### src/hw/rtl/headset_jack_detect_debounce_top_assert.svh
// Assertion macros for the headset jack detect and button debounce block.
`ifndef HEADSET_JACK_DETECT_DEBOUNCE_TOP_ASSERT_SVH
`define HEADSET_JACK_DETECT_DEBOUNCE_TOP_ASSERT_SVH

// Same-cycle implication, checked on the rising edge of i_clk outside reset.
`define HJDD_ASSERT_IMPL(label, ante, cons, msg) \
    label: assert property (@(posedge i_clk) disable iff (!i_rst_n) (ante) |-> (cons)) \
        else $error(msg);

// Next-cycle implication, checked on the rising edge of i_clk outside reset.
`define HJDD_ASSERT_NEXT(label, ante, cons, msg) \
    label: assert property (@(posedge i_clk) disable iff (!i_rst_n) (ante) |=> (cons)) \
        else $error(msg);

`endif

### src/hw/rtl/hjdd_pkg.sv
// Shared types and constants of the headset jack detect and button debounce block.
`default_nettype none

package hjdd_pkg;

    // Configuration port geometry
    localparam int CFG_W     = 16;
    localparam int CFG_IDX_W = 2;

    // Register values after reset
    localparam logic [CFG_W-1:0] PLUG_TICKS_RST    = 16'd250;
    localparam logic [CFG_W-1:0] UNPLUG_TICKS_RST  = 16'd10;
    localparam logic [CFG_W-1:0] PRESS_TICKS_RST   = 16'd30;
    localparam logic [CFG_W-1:0] RELEASE_TICKS_RST = 16'd40;

    typedef enum logic [CFG_IDX_W-1:0] {
        CFG_PLUG    = 2'd0,
        CFG_UNPLUG  = 2'd1,
        CFG_PRESS   = 2'd2,
        CFG_RELEASE = 2'd3
    } t_cfg_idx;

    typedef enum logic [1:0] {
        JACK_EMPTY  = 2'd0,
        JACK_MIC    = 2'd1,
        JACK_PHONES = 2'd2
    } t_jack;

    typedef enum logic [1:0] {
        JEV_NONE    = 2'd0,
        JEV_MIC     = 2'd1,
        JEV_PHONES  = 2'd2,
        JEV_REMOVED = 2'd3
    } t_jack_ev;

    typedef enum logic [1:0] {
        BEV_NONE    = 2'd0,
        BEV_PRESS   = 2'd1,
        BEV_RELEASE = 2'd2
    } t_btn_ev;

    typedef struct packed {
        logic [CFG_W-1:0] plug_ticks;
        logic [CFG_W-1:0] unplug_ticks;
        logic [CFG_W-1:0] press_ticks;
        logic [CFG_W-1:0] rel_ticks;
    } t_cfg;

    // Timer control for one tick: cancel wins over load
    typedef struct packed {
        logic             load;
        logic             cancel;
        logic [CFG_W-1:0] value;
    } t_timer_ctl;

    typedef struct packed {
        t_jack    jack_state;
        logic     button_down;
        t_jack_ev jack_event;
        t_btn_ev  button_event;
    } t_result;

endpackage

`default_nettype wire

### src/hw/rtl/hjdd_in_if.sv
// Input channel: one tick word with the sampled detect and button pin levels.
`default_nettype none

interface hjdd_in_if;
    logic valid;
    logic ready;
    logic detect_level;
    logic button_level;

    modport source (output valid, output detect_level, output button_level, input ready);
    modport sink   (input valid, input detect_level, input button_level, output ready);
endinterface

`default_nettype wire

### src/hw/rtl/hjdd_out_if.sv
// Output channel: one result word per tick with jack and button state and events.
`default_nettype none

interface hjdd_out_if;
    logic       valid;
    logic       ready;
    logic [1:0] jack_state;
    logic       button_down;
    logic [1:0] jack_event;
    logic [1:0] button_event;

    modport source (output valid, output jack_state, output button_down,
                    output jack_event, output button_event, input ready);
    modport sink   (input valid, input jack_state, input button_down,
                    input jack_event, input button_event, output ready);
endinterface

`default_nettype wire

### src/hw/rtl/hjdd_timer.sv
// Debounce timer: load or cancel, then fire on zero or count down, once per tick.
`default_nettype none

module hjdd_timer #(
    parameter int   TIMER_BITS = 16,
    parameter logic ACTIVE_RST = 1'b0
) (
    input  wire logic                 i_clk,
    input  wire logic                 i_rst_n,
    input  wire logic                 i_adv,
    input  wire hjdd_pkg::t_timer_ctl i_ctl,
    output      logic                 o_fire
);

    logic                  r_active;
    logic [TIMER_BITS-1:0] r_count;
    logic                  n_active;
    logic [TIMER_BITS-1:0] n_count;
    logic [TIMER_BITS-1:0] w_load;
    logic                  w_act_ld;
    logic [TIMER_BITS-1:0] w_cnt_ld;
    logic                  w_nonzero;

    // Fit the register value to the counter, saturating when the counter is short
    generate
        if (TIMER_BITS > hjdd_pkg::CFG_W) begin : g_wide
            assign w_load = {{(TIMER_BITS - hjdd_pkg::CFG_W){1'b0}}, i_ctl.value};
        end else if (TIMER_BITS == hjdd_pkg::CFG_W) begin : g_same
            assign w_load = i_ctl.value;
        end else begin : g_short
            assign w_load = (|i_ctl.value[hjdd_pkg::CFG_W-1:TIMER_BITS]) ?
                            {TIMER_BITS{1'b1}} : i_ctl.value[TIMER_BITS-1:0];
        end
    endgenerate

    // Apply cancel or load ahead of this tick's countdown
    always_comb begin
        if (i_ctl.cancel) begin
            w_act_ld = 1'b0;
            w_cnt_ld = '0;
        end else if (i_ctl.load) begin
            w_act_ld = 1'b1;
            w_cnt_ld = w_load;
        end else begin
            w_act_ld = r_active;
            w_cnt_ld = r_count;
        end
    end

    // Fire on zero, otherwise count down
    assign w_nonzero = (w_cnt_ld != '0);
    assign o_fire    = w_act_ld && !w_nonzero;
    assign n_active  = w_act_ld && w_nonzero;
    assign n_count   = (w_act_ld && w_nonzero) ? (w_cnt_ld - TIMER_BITS'(1)) : w_cnt_ld;

    always_ff @(posedge i_clk) begin
        if (!i_rst_n) begin
            r_active <= ACTIVE_RST;
            r_count  <= '0;
        end else if (i_adv) begin
            r_active <= n_active;
            r_count  <= n_count;
        end
    end

endmodule

`default_nettype wire

### src/hw/rtl/hjdd_core.sv
// Jack classification and button reporting for one tick, with the two debounce timers.
`default_nettype none

module hjdd_core #(
    parameter int TIMER_BITS = 16
) (
    input  wire logic              i_clk,
    input  wire logic              i_rst_n,
    input  wire logic              i_adv,
    input  wire logic              i_det,
    input  wire logic              i_btn,
    input  wire hjdd_pkg::t_cfg    i_cfg,
    output      hjdd_pkg::t_result o_res
);

    hjdd_pkg::t_jack      r_jack;
    logic                 r_held;
    logic                 r_mic;
    logic                 r_prev_det;
    logic                 r_prev_btn;
    hjdd_pkg::t_jack      n_jack;
    logic                 n_held;
    logic                 n_mic;
    hjdd_pkg::t_jack_ev   w_jev;
    hjdd_pkg::t_btn_ev    w_bev;
    logic                 w_det_chg;
    logic                 w_btn_chg;
    logic                 w_det_fire;
    logic                 w_btn_fire;
    hjdd_pkg::t_timer_ctl w_det_ctl;
    hjdd_pkg::t_timer_ctl w_btn_ctl;

    assign w_det_chg = (i_det != r_prev_det);
    assign w_btn_chg = (i_btn != r_prev_btn);

    // Restart the detect timer on any detect edge; length depends on occupancy
    assign w_det_ctl.load   = w_det_chg;
    assign w_det_ctl.cancel = 1'b0;
    assign w_det_ctl.value  = (r_jack == hjdd_pkg::JACK_EMPTY) ? i_cfg.plug_ticks
                                                               : i_cfg.unplug_ticks;

    // Restart the button timer on a button edge with mic; drop it on a detect edge while occupied
    assign w_btn_ctl.load   = w_btn_chg && r_mic;
    assign w_btn_ctl.cancel = w_det_chg && (r_jack != hjdd_pkg::JACK_EMPTY);
    assign w_btn_ctl.value  = i_btn ? i_cfg.rel_ticks : i_cfg.press_ticks;

    hjdd_timer #(
        .TIMER_BITS (TIMER_BITS),
        .ACTIVE_RST (1'b1)
    ) u_det_timer (
        .i_clk   (i_clk),
        .i_rst_n (i_rst_n),
        .i_adv   (i_adv),
        .i_ctl   (w_det_ctl),
        .o_fire  (w_det_fire)
    );

    hjdd_timer #(
        .TIMER_BITS (TIMER_BITS),
        .ACTIVE_RST (1'b0)
    ) u_btn_timer (
        .i_clk   (i_clk),
        .i_rst_n (i_rst_n),
        .i_adv   (i_adv),
        .i_ctl   (w_btn_ctl),
        .o_fire  (w_btn_fire)
    );

    // Resolve detect expiry first, then button expiry against the updated jack state
    always_comb begin
        n_jack = r_jack;
        n_mic  = r_mic;
        n_held = r_held;
        w_jev  = hjdd_pkg::JEV_NONE;
        w_bev  = hjdd_pkg::BEV_NONE;
        if (w_det_fire) begin
            if (i_det) begin
                if (r_jack != hjdd_pkg::JACK_EMPTY) begin
                    n_jack = hjdd_pkg::JACK_EMPTY;
                    n_mic  = 1'b0;
                    w_jev  = hjdd_pkg::JEV_REMOVED;
                    if (r_held) begin
                        n_held = 1'b0;
                        w_bev  = hjdd_pkg::BEV_RELEASE;
                    end
                end
            end else if (r_jack == hjdd_pkg::JACK_EMPTY) begin
                if (i_btn) begin
                    n_jack = hjdd_pkg::JACK_MIC;
                    n_mic  = 1'b1;
                    w_jev  = hjdd_pkg::JEV_MIC;
                end else begin
                    n_jack = hjdd_pkg::JACK_PHONES;
                    w_jev  = hjdd_pkg::JEV_PHONES;
                end
            end
        end
        if (w_btn_fire && (n_jack == hjdd_pkg::JACK_MIC) && !i_det) begin
            if (!i_btn && !n_held) begin
                n_held = 1'b1;
                w_bev  = hjdd_pkg::BEV_PRESS;
            end else if (i_btn && n_held) begin
                n_held = 1'b0;
                w_bev  = hjdd_pkg::BEV_RELEASE;
            end
        end
    end

    assign o_res.jack_state   = n_jack;
    assign o_res.button_down  = n_held;
    assign o_res.jack_event   = w_jev;
    assign o_res.button_event = w_bev;

    // Commit the tick
    always_ff @(posedge i_clk) begin
        if (!i_rst_n) begin
            r_jack     <= hjdd_pkg::JACK_EMPTY;
            r_held     <= 1'b0;
            r_mic      <= 1'b0;
            r_prev_det <= 1'b1;
            r_prev_btn <= 1'b1;
        end else if (i_adv) begin
            r_jack     <= n_jack;
            r_held     <= n_held;
            r_mic      <= n_mic;
            r_prev_det <= i_det;
            r_prev_btn <= i_btn;
        end
    end

endmodule

`default_nettype wire

### src/hw/rtl/headset_jack_detect_debounce_top.sv
// Top level of the headset jack detect and button debounce block.
//
// Usage: each word on i_in is one tick carrying the sampled jack-detect and
// button pin levels (both active low). Every accepted word yields exactly one
// word on o_out with the jack state, the held-button flag and any jack or
// button event of that tick. Debounce lengths are set through the write port
// (i_cfg_we, i_cfg_idx, i_cfg_data): plug, unplug, press, release, in ticks.
// Write them only while no word is in flight.
// A word accepted into the input register is processed into the output register
// once o_out is free, so a stall on o_out can come between the two. Throughput
// is one word per cycle while o_out does not stall: the input register, one
// pass of compare and counter logic and the output register set the rate.
// Reset (i_rst_n low, synchronous) loads the default debounce lengths, empties
// the jack and arms a detection check that fires on the first tick.
// When o_out stalls, the output register holds its word and the input
// register takes one more word; i_in.ready drops only when both are full.
`default_nettype none

`include "headset_jack_detect_debounce_top_assert.svh"

module headset_jack_detect_debounce_top #(
    parameter int TIMER_BITS = 16
) (
    input  wire logic                           i_clk,
    input  wire logic                           i_rst_n,
    hjdd_in_if.sink                             i_in,
    hjdd_out_if.source                          o_out,
    input  wire logic                           i_cfg_we,
    input  wire logic [hjdd_pkg::CFG_IDX_W-1:0] i_cfg_idx,
    input  wire logic [hjdd_pkg::CFG_W-1:0]     i_cfg_data
);

    hjdd_pkg::t_cfg    r_cfg;
    logic              r_in_valid;
    logic              r_in_det;
    logic              r_in_btn;
    logic              r_out_valid;
    hjdd_pkg::t_result r_out;
    hjdd_pkg::t_result w_res;
    logic              w_adv;
    logic              w_in_take;

    // Configuration registers
    always_ff @(posedge i_clk) begin
        if (!i_rst_n) begin
            r_cfg.plug_ticks   <= hjdd_pkg::PLUG_TICKS_RST;
            r_cfg.unplug_ticks <= hjdd_pkg::UNPLUG_TICKS_RST;
            r_cfg.press_ticks  <= hjdd_pkg::PRESS_TICKS_RST;
            r_cfg.rel_ticks    <= hjdd_pkg::RELEASE_TICKS_RST;
        end else if (i_cfg_we) begin
            unique case (hjdd_pkg::t_cfg_idx'(i_cfg_idx))
                hjdd_pkg::CFG_PLUG:    r_cfg.plug_ticks   <= i_cfg_data;
                hjdd_pkg::CFG_UNPLUG:  r_cfg.unplug_ticks <= i_cfg_data;
                hjdd_pkg::CFG_PRESS:   r_cfg.press_ticks  <= i_cfg_data;
                hjdd_pkg::CFG_RELEASE: r_cfg.rel_ticks    <= i_cfg_data;
                default:               r_cfg              <= r_cfg;
            endcase
        end
    end

    // Advance the held word when the output register is free or being drained
    assign w_adv      = r_in_valid && (!r_out_valid || o_out.ready);
    assign i_in.ready = !r_in_valid || w_adv;
    assign w_in_take  = i_in.valid && i_in.ready;

    // Input register
    always_ff @(posedge i_clk) begin
        if (!i_rst_n) begin
            r_in_valid <= 1'b0;
        end else if (w_in_take) begin
            r_in_valid <= 1'b1;
        end else if (w_adv) begin
            r_in_valid <= 1'b0;
        end
    end

    always_ff @(posedge i_clk) begin
        if (w_in_take) begin
            r_in_det <= i_in.detect_level;
            r_in_btn <= i_in.button_level;
        end
    end

    hjdd_core #(
        .TIMER_BITS (TIMER_BITS)
    ) u_core (
        .i_clk   (i_clk),
        .i_rst_n (i_rst_n),
        .i_adv   (w_adv),
        .i_det   (r_in_det),
        .i_btn   (r_in_btn),
        .i_cfg   (r_cfg),
        .o_res   (w_res)
    );

    // Output register
    always_ff @(posedge i_clk) begin
        if (!i_rst_n) begin
            r_out_valid <= 1'b0;
        end else if (w_adv) begin
            r_out_valid <= 1'b1;
        end else if (o_out.ready) begin
            r_out_valid <= 1'b0;
        end
    end

    always_ff @(posedge i_clk) begin
        if (w_adv) begin
            r_out <= w_res;
        end
    end

    assign o_out.valid        = r_out_valid;
    assign o_out.jack_state   = r_out.jack_state;
    assign o_out.button_down  = r_out.button_down;
    assign o_out.jack_event   = r_out.jack_event;
    assign o_out.button_event = r_out.button_event;

    // Checks on the word flow and on result consistency
    `HJDD_ASSERT_NEXT(a_adv_fills_out, w_adv, r_out_valid,
        "processed word not in output register")
    `HJDD_ASSERT_NEXT(a_stall_keeps_in, r_in_valid && r_out_valid && !o_out.ready,
        r_in_valid && $stable(r_in_det) && $stable(r_in_btn),
        "held input word lost during stall")
    `HJDD_ASSERT_IMPL(a_btn_needs_mic, o_out.valid && o_out.button_down,
        o_out.jack_state == hjdd_pkg::JACK_MIC,
        "button held without mic headset")
    `HJDD_ASSERT_IMPL(a_removed_is_empty,
        o_out.valid && (o_out.jack_event == hjdd_pkg::JEV_REMOVED),
        o_out.jack_state == hjdd_pkg::JACK_EMPTY,
        "removal event with jack occupied")

endmodule

`default_nettype wire

### src/flat_wrapper.sv
// flat-port wrapper written by rule: the top's interface ports become plain ports
module headset_jack_detect_debounce_top_flat 
#(
    parameter int TIMER_BITS = 16
)
  (i_clk, i_rst_n, i_cfg_we, i_cfg_idx, i_cfg_data, i_in_valid, i_in_detect_level, i_in_button_level, i_in_ready, o_out_valid, o_out_jack_state, o_out_button_down, o_out_jack_event, o_out_button_event, o_out_ready);
  hjdd_in_if i_in_i ();
  hjdd_out_if o_out_i ();
  input  wire logic i_clk;
  input  wire logic i_rst_n;
  input  wire logic i_cfg_we;
  input  wire logic [hjdd_pkg::CFG_IDX_W-1:0] i_cfg_idx;
  input  wire logic [hjdd_pkg::CFG_W-1:0] i_cfg_data;
  input wire logic [$bits(i_in_i.valid)-1:0] i_in_valid;
  input wire logic [$bits(i_in_i.detect_level)-1:0] i_in_detect_level;
  input wire logic [$bits(i_in_i.button_level)-1:0] i_in_button_level;
  output wire logic [$bits(i_in_i.ready)-1:0] i_in_ready;
  output wire logic [$bits(o_out_i.valid)-1:0] o_out_valid;
  output wire logic [$bits(o_out_i.jack_state)-1:0] o_out_jack_state;
  output wire logic [$bits(o_out_i.button_down)-1:0] o_out_button_down;
  output wire logic [$bits(o_out_i.jack_event)-1:0] o_out_jack_event;
  output wire logic [$bits(o_out_i.button_event)-1:0] o_out_button_event;
  input wire logic [$bits(o_out_i.ready)-1:0] o_out_ready;
  assign i_in_i.valid = i_in_valid;
  assign i_in_i.detect_level = i_in_detect_level;
  assign i_in_i.button_level = i_in_button_level;
  assign i_in_ready = i_in_i.ready;
  assign o_out_valid = o_out_i.valid;
  assign o_out_jack_state = o_out_i.jack_state;
  assign o_out_button_down = o_out_i.button_down;
  assign o_out_jack_event = o_out_i.jack_event;
  assign o_out_button_event = o_out_i.button_event;
  assign o_out_i.ready = o_out_ready;
  headset_jack_detect_debounce_top #(.TIMER_BITS(TIMER_BITS)) u_core (.i_clk(i_clk), .i_rst_n(i_rst_n), .i_in(i_in_i), .o_out(o_out_i), .i_cfg_we(i_cfg_we), .i_cfg_idx(i_cfg_idx), .i_cfg_data(i_cfg_data));
endmodule
### config.mk
export PLATFORM = sky130hd
export DESIGN_NAME = headset_jack_detect_debounce_top_flat
export DESIGN_NICKNAME = d
export VERILOG_FILES = /design/src/hw/rtl/hjdd_pkg.sv /design/src/hw/rtl/hjdd_in_if.sv /design/src/hw/rtl/hjdd_out_if.sv /design/src/hw/rtl/hjdd_timer.sv /design/src/hw/rtl/hjdd_core.sv /design/src/hw/rtl/headset_jack_detect_debounce_top.sv /design/src/flat_wrapper.sv
export VERILOG_INCLUDE_DIRS = /design/src /design/src/hw/rtl
export SDC_FILE = /design/constraint.sdc
export NUM_CORES = 1
export LEC_CHECK = 0
export BUFFER_PORTS_ARGS = -buffer_cell sky130_fd_sc_hd__buf_4
export CAP_MARGIN = 0
export CELL_PAD_IN_SITES_DETAIL_PLACEMENT = 1
export CELL_PAD_IN_SITES_GLOBAL_PLACEMENT = 2
export CORE_ASPECT_RATIO = 1.1
export CORE_UTILIZATION = 42
export CTS_CLUSTER_SIZE = 12
export DETAILED_ROUTE_END_ITERATION = 7
export PLACE_DENSITY = 0.9
export SYNTH_ARGS = -nofsm -noshare
export SYNTH_HDL_FRONTEND = slang
export SYNTH_HIERARCHICAL = 1
export SYNTH_SLANG_ARGS = --single-unit
### constraint.sdc
create_clock -name i_clk -period 8.55 [get_ports i_clk]
set_input_delay 1.71 -clock i_clk [delete_from_list [all_inputs] [get_ports i_clk]]
set_output_delay 1.71 -clock i_clk [all_outputs]
set_load 0.03 [all_outputs]
# Word-level counts from Yosys, hierarchy flattened
# Index checks and enable logic that the tools add are counted.
# W data, S select, Z words.
# totals
reg_bits,115
out_inout_bits,9
# op_classes
n_addsub,2
eq_ne,7
mux,39
n_reduce_logical,35
# op_table
op,n
$mux W16,7
$reduce_bool A16 Y1,2
$sub A16 B1 Y16 const B,2
$mux W2,15
$mux W1,17
$logic_and A1 B1 Y1,12
$reduce_bool A2 Y1,5
$reduce_and A2 Y1,4
$logic_not A1 Y1,7
$reduce_and A5 Y1,1
$eq A2 B1 Y1 const B,2
$eq A2 B2 Y1 const B,2
$logic_not A2 Y1,2
$logic_or A1 B1 Y1,2
$ne A1 B1 Y1,2
$ne A2 B2 Y1 const B,1

# Longest topological paths before layout
# Gate-level depths: netlist (run 1).
# depth
ltp_word,11
ltp_mapped,15
ltp_nobuf,12

# By module
# The synthesis (run 1) kept the hierarchy.
# by_module_without_submodules
mod,instances,cells_each,area_each_um2
headset_jack_detect_debounce_top,1,257,2812.7
hjdd_timer at u_core.u_core.u_btn_timer,1,200,1574.0
hjdd_timer at u_core.u_core.u_det_timer,1,196,1542.7
hjdd_core,1,93,819.5

# Worst setup path after synthesis (run 1)
# No wires, ideal clock.
# synth_path
path_kind,register to register
startpoint,register u_core.r_in_det
endpoint,"register u_core.r_out, in the netlist u_core/o_out.button_event[1] (data pin)"
arrival_ns,3.598
t_required_ns,8.396
path_slack_ns,4.797
path_stages_with_launch,15
cell_sequence,edfxtp_1 buf_6 xor2_1 buf_6 buf_2 mux2_2 nand2_1 ha_1 o21ai_1 nor4_4 nand2_1 nor2_1 a21oi_1 or4b_2 a21boi_0
# synth_lines
item,line,source
start: declaration,headset_jack_detect_debounce_top.sv:35,logic r_in_det;
start signal: assignment,headset_jack_detect_debounce_top.sv:79,r_in_det <= i_in.detect_level;
end signal: assignment,headset_jack_detect_debounce_top.sv:109,r_out <= w_res;
end: declaration,headset_jack_detect_debounce_top.sv:38,hjdd_pkg::t_result r_out;

==> results.sh, run 1 <==
export IMPL_status="complete, no violations"
export IMPL_cts_sinks=115
export IMPL_avgSynthCellArea_um2=9.05
export IMPL_synth_simple_area_share_pct=21.0
export IMPL_synthXorXnorAreaFrac_pct=1.17
export IMPL_critPathMaxFanout=34
export IMPL_detail_route_antenna_nets=0
export IMPL_maximum_number_of_pins_on_one_net_before_global_route_repair=85
export IMPL_skew_ns=0.0115
export IMPL_cts_h_tree_depth=4
export IMPL_placed_area_um2=7070
export IMPL_compound_gate_fraction_of_synth_area_pct=17.1
export IMPL_cts_setup_buffers=0
export IMPL_timing_worst_slew_pin_value_ns=1.05
export IMPL_die_x_um=123
export IMPL_drt_iter0_drc=329
export IMPL_worst_setup_path_startpoint="u_core/r_in_det"
export IMPL_synth_area_mux_share_pct=19.5
export IMPL_layout_drive_gt1_share_pct=19.0
export IMPL_switching_share_pct=27.8
export IMPL_netlist_top_cells_area="dfxtp_1 31%, mux2i_1 13%, mux2_2 5.8%, nand2_1 5.2%, edfxtp_1 4.0%"
export IMPL_floorplan_initialDensity_pct=43.1
export IMPL_slew_violations=0
export IMPL_wire_length_of_the_first_global_routing_pass_mm=31.5
export IMPL_die_area_um2=16600
export IMPL_cts_hold_buffers=0
export IMPL_drv_max_cap_violation_count=0
export IMPL_final_seq_area_um2=2390
export IMPL_preCtsSetupSlack_ns=4.37
export IMPL_slew_headroom_pct=30.2
export IMPL_combinational_family_with_the_most_area_after_synthesis="simple AND/OR/NAND/NOR gates"
export IMPL_ir_worst_vdd_uv=148
export IMPL_timing_setup_tns_ns=0
export IMPL_power_share_combinational_pct=15.0
export IMPL_p_seq_share_pct=37.4
export IMPL_placement_io_buffers=33
export IMPL_synth_seq_cells=115
export IMPL_cell_internal_pwr_mw=1.14
export IMPL_timing_setup_critical_path_class="reg2reg"
export IMPL_top_level_ports=34
export IMPL_reg2reg_setup_slack_ns=4.09
export IMPL_yosysTopAreaCell="dfxtp_1"
export IMPL_synth_sequential_area_ratio_pct=35.4
export IMPL_synthesis_yosys_warnings=6
export IMPL_crit_path_start_kind="flip-flop"
export IMPL_critical_path_arrival_ns=4.72
export IMPL_rr_worst_depth=12
export IMPL_fmaxAchievable_mhz=224
export IMPL_netlist_area_um2=6750
export IMPL_yosys_area_top_type_share_pct=31.4
export IMPL_worst_r2r_startpoint="u_core/r_in_det"
export IMPL_synth_fa_ha_area_share_pct=0.742
export IMPL_grt_antenna_before_repair=0
export IMPL_static_leakage_power_nw=3.00
export IMPL_cts_resized=0
export IMPL_insertion_delay_ns=0.43
export IMPL_fin_nets=790
export IMPL_grt_ovfl_total=0
export IMPL_cts_buffer_depth=2
export IMPL_postRouteWirelength_mm=19.2
export IMPL_timing_final_ws_setup_ns=4.09
export IMPL_layout_worst_path_cycle_share_pct=52.1
export IMPL_worst_setup_path_end_kind="flip-flop"
export IMPL_switchingPower_mw=0.437
export IMPL_rsz0062_at_grt="no"
export IMPL_yosys_most_used_dff="dfxtp_1"
export IMPL_fillerInstances=1822
export IMPL_async_reset_ff_share_pct=0
export IMPL_final_hold_viol_count=0
export IMPL_number_of_clock_buffers_inserted_by_tritoncts=17
export IMPL_areaGrowthSynthToFinish_pct=14.0
export IMPL_placementRows=48
export IMPL_power_density_nw_per_um2=204
export IMPL_min_path_type="reg2reg"
export IMPL_cts_tree="yes"
export IMPL_final_cell_mix="106 x dfxtp_1, 93 x nand2_1, 91 x mux2i_1"
export IMPL_post_route_drc_count=0
export IMPL_clock_slew_at_the_register_clock_pins_of_the_worst_setup_and_hold_paths_ns=0.06
export IMPL_detail_route_vias_per_cell=5.89
export IMPL_post_route_min_period_ns=4.46
export IMPL_clock_root_buffer="clkbuf_16"
export IMPL_die_y_um=135
export IMPL_clock_power_share_pct=47.6
export IMPL_first_pass_iters=4
export IMPL_globalRouteTotalUtil_pct=24.7
export IMPL_layout_cells_most_common="dfxtp_1"
export IMPL_timing_critical_path_to="u_core/o_out.button_event[1]"
export IMPL_hpwlAfterDp_mm=13.1
export IMPL_count_of_vias_placed_by_the_detailed_router=5733
export IMPL_antennaDiodeCount=0
export IMPL_routed_wirelength_normalized_by_instance_count_um=19.7
export IMPL_r2r_end="u_core/o_out.button_event[1]"
export IMPL_number_of_flops_mapped_to_enable_cells_by_yosys=9
export IMPL_core_area_um2=15700
export IMPL_multi_input_comb_area_um2=4080
export IMPL_setup_viol=0
export IMPL_routabilityCongestion=0.868
export IMPL_synth_distinct_cells=93
export IMPL_total_power_mw=1.57
export IMPL_finalInstanceArea_um2=7690
export IMPL_via_count_of_the_first_global_routing_pass=6142
export IMPL_worst_endpoint_required_ns=8.81
export IMPL_postSynthCellCount=746
[how the worst min path moves through the flow]
stage / startpoint / to / depth (start not counted)
floorplan: u_core/r_cfg[1] / u_core/r_cfg[1] / 2
global placement: u_core/r_cfg[63] / u_core/r_cfg[63] / 2
detailed placement: u_core/r_cfg[36] / u_core/r_cfg[36] / 2
CTS: u_core/r_cfg[30] / u_core/r_cfg[30] / 2
global route: u_core/r_cfg[42] / u_core/r_cfg[42] / 2
finish: u_core/r_cfg[30] / u_core/r_cfg[30] / 2
[worst max-delay path: stages (launching register included)]
cell	delay, ns
edfxtp_1	0.59
xor2_4	0.16
buf_4	0.40
mux2_1	0.39
nand2_1	0.18
ha_1	0.17
o21ai_1	0.12
nor4_4	0.48
nand2_1	0.15
nor2_1	0.59
a21oi_1	0.19
or4b_2	0.65
a21boi_0	0.20
[final cells by class]
type | count | area share [%]
Multi-Input combinational cell | 573 | 53.0
Sequential cell | 115 | 31.1
Clock buffer | 22 | 6.57
Timing Repair Buffer | 39 | 3.81
Tap cell | 200 | 3.25
Clock inverter | 10 | 1.55
Inverter | 15 | 0.732
[cells by family after synthesis]
kind of cell             count (synthesis)
other                                    1
AO/OA/AOI/OAI                          155
AND/OR/NAND/NOR                        270
buffers and inverters                   65
adder cells (fa/ha/maj)                  4
flip-flops                             115
multiplexers                           127
XOR/XNOR                                 9
[Yosys cell counts (4+ instances only)]
master	number
dfxtp_1	106
o211ai_1	8
a211oi_1	6
o22ai_1	9
o21ai_0	28
a21boi_0	5
nand2_1	93
or3_1	4
edfxtp_1	9
nor3_1	16
a31oi_1	14
nand2b_1	7
ha_1	4
buf_2	13
inv_1	14
a211o_1	4
nor2_1	56
nor3b_1	6
nor2b_1	22
xnor2_1	6
a21oi_1	21
o31ai_1	7
mux2i_1	91
o31a_1	4
buf_6	6
a22oi_1	4
or2_2	8
nand3b_1	4
clkbuf_1	23
nand3_1	15
mux2_2	35
buf_4	4
nand4_1	4
[sequential cells by signal, indices dropped and copies added (netlist names)]
signal	flops
u_core/o_out.button_down	1
u_core/o_out.button_event	2
u_core/o_out.jack_event	2
u_core/o_out.jack_state	2
u_core/o_out.valid	1
u_core/r_cfg	64
u_core/r_in_btn	1
u_core/r_in_det	1
u_core/r_in_valid	1
u_core/u_core/r_held	1
u_core/u_core/r_jack	2
u_core/u_core/r_mic	1
u_core/u_core/r_prev_btn	1
u_core/u_core/r_prev_det	1
u_core/u_core/u_btn_timer/r_active	1
u_core/u_core/u_btn_timer/r_count	16
u_core/u_core/u_det_timer/r_active	1
u_core/u_core/u_det_timer/r_count	16
[per-layer routing]
layer	global-route usage [%]	share of wire, %	wire, um
met1	27.9	43	8220
met2	43.9	52	9950
met3	5.74	3.1	590
met4	10.4	2.4	465
met5	0	0	0
[per-stage QoR]
step	cells	utilization (%)	hold slack [ns]
after global placement	942	45.1	0.439
final	974	49.1	0.458
after detailed placement	942	45.1	0.454
after floorplan	753	-	0.431
after CTS	974	49.1	0.462
after global routing	974	49.1	0.478
[power by group through the flow]
stage	clock, mW	combinational (mW)	sequential, mW
finish	0.748	0.237	0.588
global route	0.786	0.258	0.590
CTS	0.763	0.235	0.587
detailed placement	0	0.232	0.598
global placement	0	0.225	0.597
floorplan	0	0.176	0.593
(Power assumes the default switching activity.)
==> run 2: changes to the inputs <==
--- a/config.mk
+++ b/config.mk
@@ -11,10 +11,10 @@
 export CELL_PAD_IN_SITES_DETAIL_PLACEMENT = 1
 export CELL_PAD_IN_SITES_GLOBAL_PLACEMENT = 2
 export CORE_ASPECT_RATIO = 1.1
-export CORE_UTILIZATION = 42
+export CORE_UTILIZATION = 39
 export CTS_CLUSTER_SIZE = 12
 export DETAILED_ROUTE_END_ITERATION = 7
-export PLACE_DENSITY = 0.9
+export PLACE_DENSITY = 0.85
 export SYNTH_ARGS = -nofsm -noshare
 export SYNTH_HDL_FRONTEND = slang
 export SYNTH_HIERARCHICAL = 1
==> constraint.sdc (replaced) <==
create_clock -name i_clk -period 4.4 [get_ports i_clk]
set_input_delay 0.88 -clock i_clk [delete_from_list [all_inputs] [get_ports i_clk]]
set_output_delay 0.88 -clock i_clk [all_outputs]
set_load 0.03 [all_outputs]
==> run 2 against run 1 <==
Net effect: cell count grew 4.5%; cell area grew 1.3%; via count grew 0.49%; die area grew 7.6%; utilization shrank 3.1 points; register-to-register slack lost 3.6 ns; critical path depth shrank 2; worst setup slack lost 3.6 ns; maximum frequency grew 13%; critical endpoint unchanged.
==> results.sh, run 2 (same netlist as run 1, synthesis figures left out) <==
export IMPL_cts_buffer_depth=2
export IMPL_timing_setup_tns_ns=0
export IMPL_status="complete, no violations"
export IMPL_min_path_type="reg2reg"
export IMPL_rsz0062_at_grt="no"
export IMPL_slew_headroom_pct=29.2
export IMPL_cts_tree="yes"
export IMPL_critical_path_arrival_ns=4.20
export IMPL_die_area_um2=17800
export IMPL_routabilityCongestion=0.841
export IMPL_cts_resized=0
export IMPL_worst_path_max_delay_cell="or4b_2"
export IMPL_largest_registers="u_core/r_cfg: 64 flops, u_core/u_core/u_btn_timer/r_count: 16 flops, u_core/u_core/u_det_timer/r_count: 16 flops"
export IMPL_power_density_nw_per_um2=387
export IMPL_cts_h_tree_depth=4
export IMPL_number_of_clock_buffers_inserted_by_tritoncts=17
export IMPL_worst_endpoint_required_ns=4.66
export IMPL_antennaDiodeCount=0
export IMPL_grt_antenna_before_repair=0
export IMPL_timing_setup_critical_path_class="reg2reg"
export IMPL_timing_worst_slew_pin_value_ns=1.06
export IMPL_slew_violations=0
export IMPL_clock_slew_at_the_register_clock_pins_of_the_worst_setup_and_hold_paths_ns=0.06
export IMPL_placementRows=50
export IMPL_final_cell_mix="106 x dfxtp_1, 93 x nand2_1, 91 x mux2i_1"
export IMPL_final_hold_viol_count=0
export IMPL_clock_root_buffer="clkbuf_16"
export IMPL_layout_worst_path_cycle_share_pct=89.6
export IMPL_drt_iter0_drc=267
export IMPL_fmaxAchievable_mhz=254
export IMPL_critPathMaxStageDelay_ns=0.63
export IMPL_largest_reg_flops=64
export IMPL_cts_hold_buffers=0
export IMPL_die_x_um=127
export IMPL_top_level_ports=34
export IMPL_fillerInstances=1953
export IMPL_path_cells="xor2_4, buf_4, or2_1, o22ai_1, nor2_1, nand2_1, nor2_1, a21oi_1, or4b_2, a21boi_0"
export IMPL_cts_sinks=115
export IMPL_crit_path_start_kind="flip-flop"
export IMPL_routed_wirelength_normalized_by_instance_count_um=19.4
export IMPL_post_route_min_period_ns=3.94
export IMPL_postRouteWirelength_mm=19.7
export IMPL_floorplan_initialDensity_pct=39.8
export IMPL_setup_viol=0
export IMPL_fin_nets=800
export IMPL_ir_worst_vdd_uv=294
export IMPL_wire_length_of_the_first_global_routing_pass_mm=32.0
export IMPL_layout_cells_most_common="dfxtp_1"
export IMPL_die_y_um=140
export IMPL_layout_drive_gt1_share_pct=19.6
export IMPL_core_area_um2=17000
export IMPL_smallest_hold_slack_ns=0.459
export IMPL_detail_route_vias_per_cell=5.66
export IMPL_drv_max_cap_violation_count=0
export IMPL_worst_setup_path_end_kind="flip-flop"
export IMPL_insertion_delay_ns=0.42
export IMPL_areaGrowthSynthToFinish_pct=15.4
export IMPL_detail_route_antenna_nets=0
export IMPL_post_route_drc_count=0
export IMPL_via_count_of_the_first_global_routing_pass=6194
export IMPL_static_leakage_power_nw=3.03
export IMPL_first_pass_iters=4
export IMPL_skew_ns=0.00739
export IMPL_placement_io_buffers=33
export IMPL_path_common_cell="nor2_1"
export IMPL_register_with_the_highest_flop_count="u_core/r_cfg"
export IMPL_critPathMaxFanout=24
export IMPL_globalRouteTotalUtil_pct=23.2
export IMPL_hpwlAfterDp_mm=14.4
export IMPL_total_power_mw=3.01
export IMPL_grt_ovfl_total=0
export IMPL_count_of_vias_placed_by_the_detailed_router=5761
export IMPL_cts_setup_buffers=0
export IMPL_maximum_number_of_pins_on_one_net_before_global_route_repair=113
run 2: cell types whose count changed in the layout (fill, tap and decap cells not counted), moves of 2 or more:
cell and delta:
buf_4 +9, clkbuf_1 +2, clkbuf_8 -4, clkinvlp_4 +3
run 2: per-stage QoR:
step | worst slack, ns | util, % | std cells | instance area (um2)
3_3_place_gp | 0.701 | 42.5 | 986 | 7200
6_report | 0.456 | 45.9 | 1018 | 7790
4_1_cts | 0.495 | 45.9 | 1018 | 7790
2_1_floorplan | 0.647 | - | 753 | 6780
3_5_place_dp | 0.545 | 42.5 | 986 | 7200
5_1_grt | 0.182 | 45.9 | 1018 | 7790
run 2: where the power goes:
| group | switching [mW] | internal, mW |
|---|---|---|
| Sequential | 0.0365 | 1.10 |
| Combinational | 0.291 | 0.187 |
| Clock | 0.510 | 0.888 |
run 2: final timing paths:
check / from / end / slack, ns / cells after the start
worst max-delay path: u_core/r_in_det / u_core/o_out.button_event[1] / 0.46 / 10
worst min-delay path: u_core/r_cfg[11] / u_core/r_cfg[11] / 0.46 / 2
worst max register to register: u_core/r_in_det / u_core/o_out.button_event[1] / 0.46 / 10
worst min register to register: u_core/r_cfg[11] / u_core/r_cfg[11] / 0.46 / 2
run 2: layout make-up:
type | instances | area [um2] | area share, %
clock buffers | 19 | 433 | 5.56
inverters | 15 | 56.3 | 0.723
repair buffers | 49 | 380 | 4.88
clock inverters | 13 | 160 | 2.06
well taps | 234 | 293 | 3.76
multi-input cells | 573 | 4080 | 52.3
flip-flops and latches | 115 | 2390 | 30.7
run 2: metal layers:
metal	routed length [um]	global-route usage (%)	vias to the layer above	share of wire (%)
met4	493	11.3	0	2.5
met5	0	0	-	0
met2	10400	41.4	95	53
met3	537	4.51	31	2.7
li1	-	-	2767	-
met1	8310	26.2	2868	42
run 2: worst max-delay path: cells and delay by family (launching register included):
kind | cells | cell delay [ns]
AOI/OAI and AO/OA | 3 | 0.50
xor gates and xnor gates | 1 | 0.50
buffers and inverters | 1 | 0.37
DFF | 1 | 0.56
and+or+nand+nor | 5 | 1.84
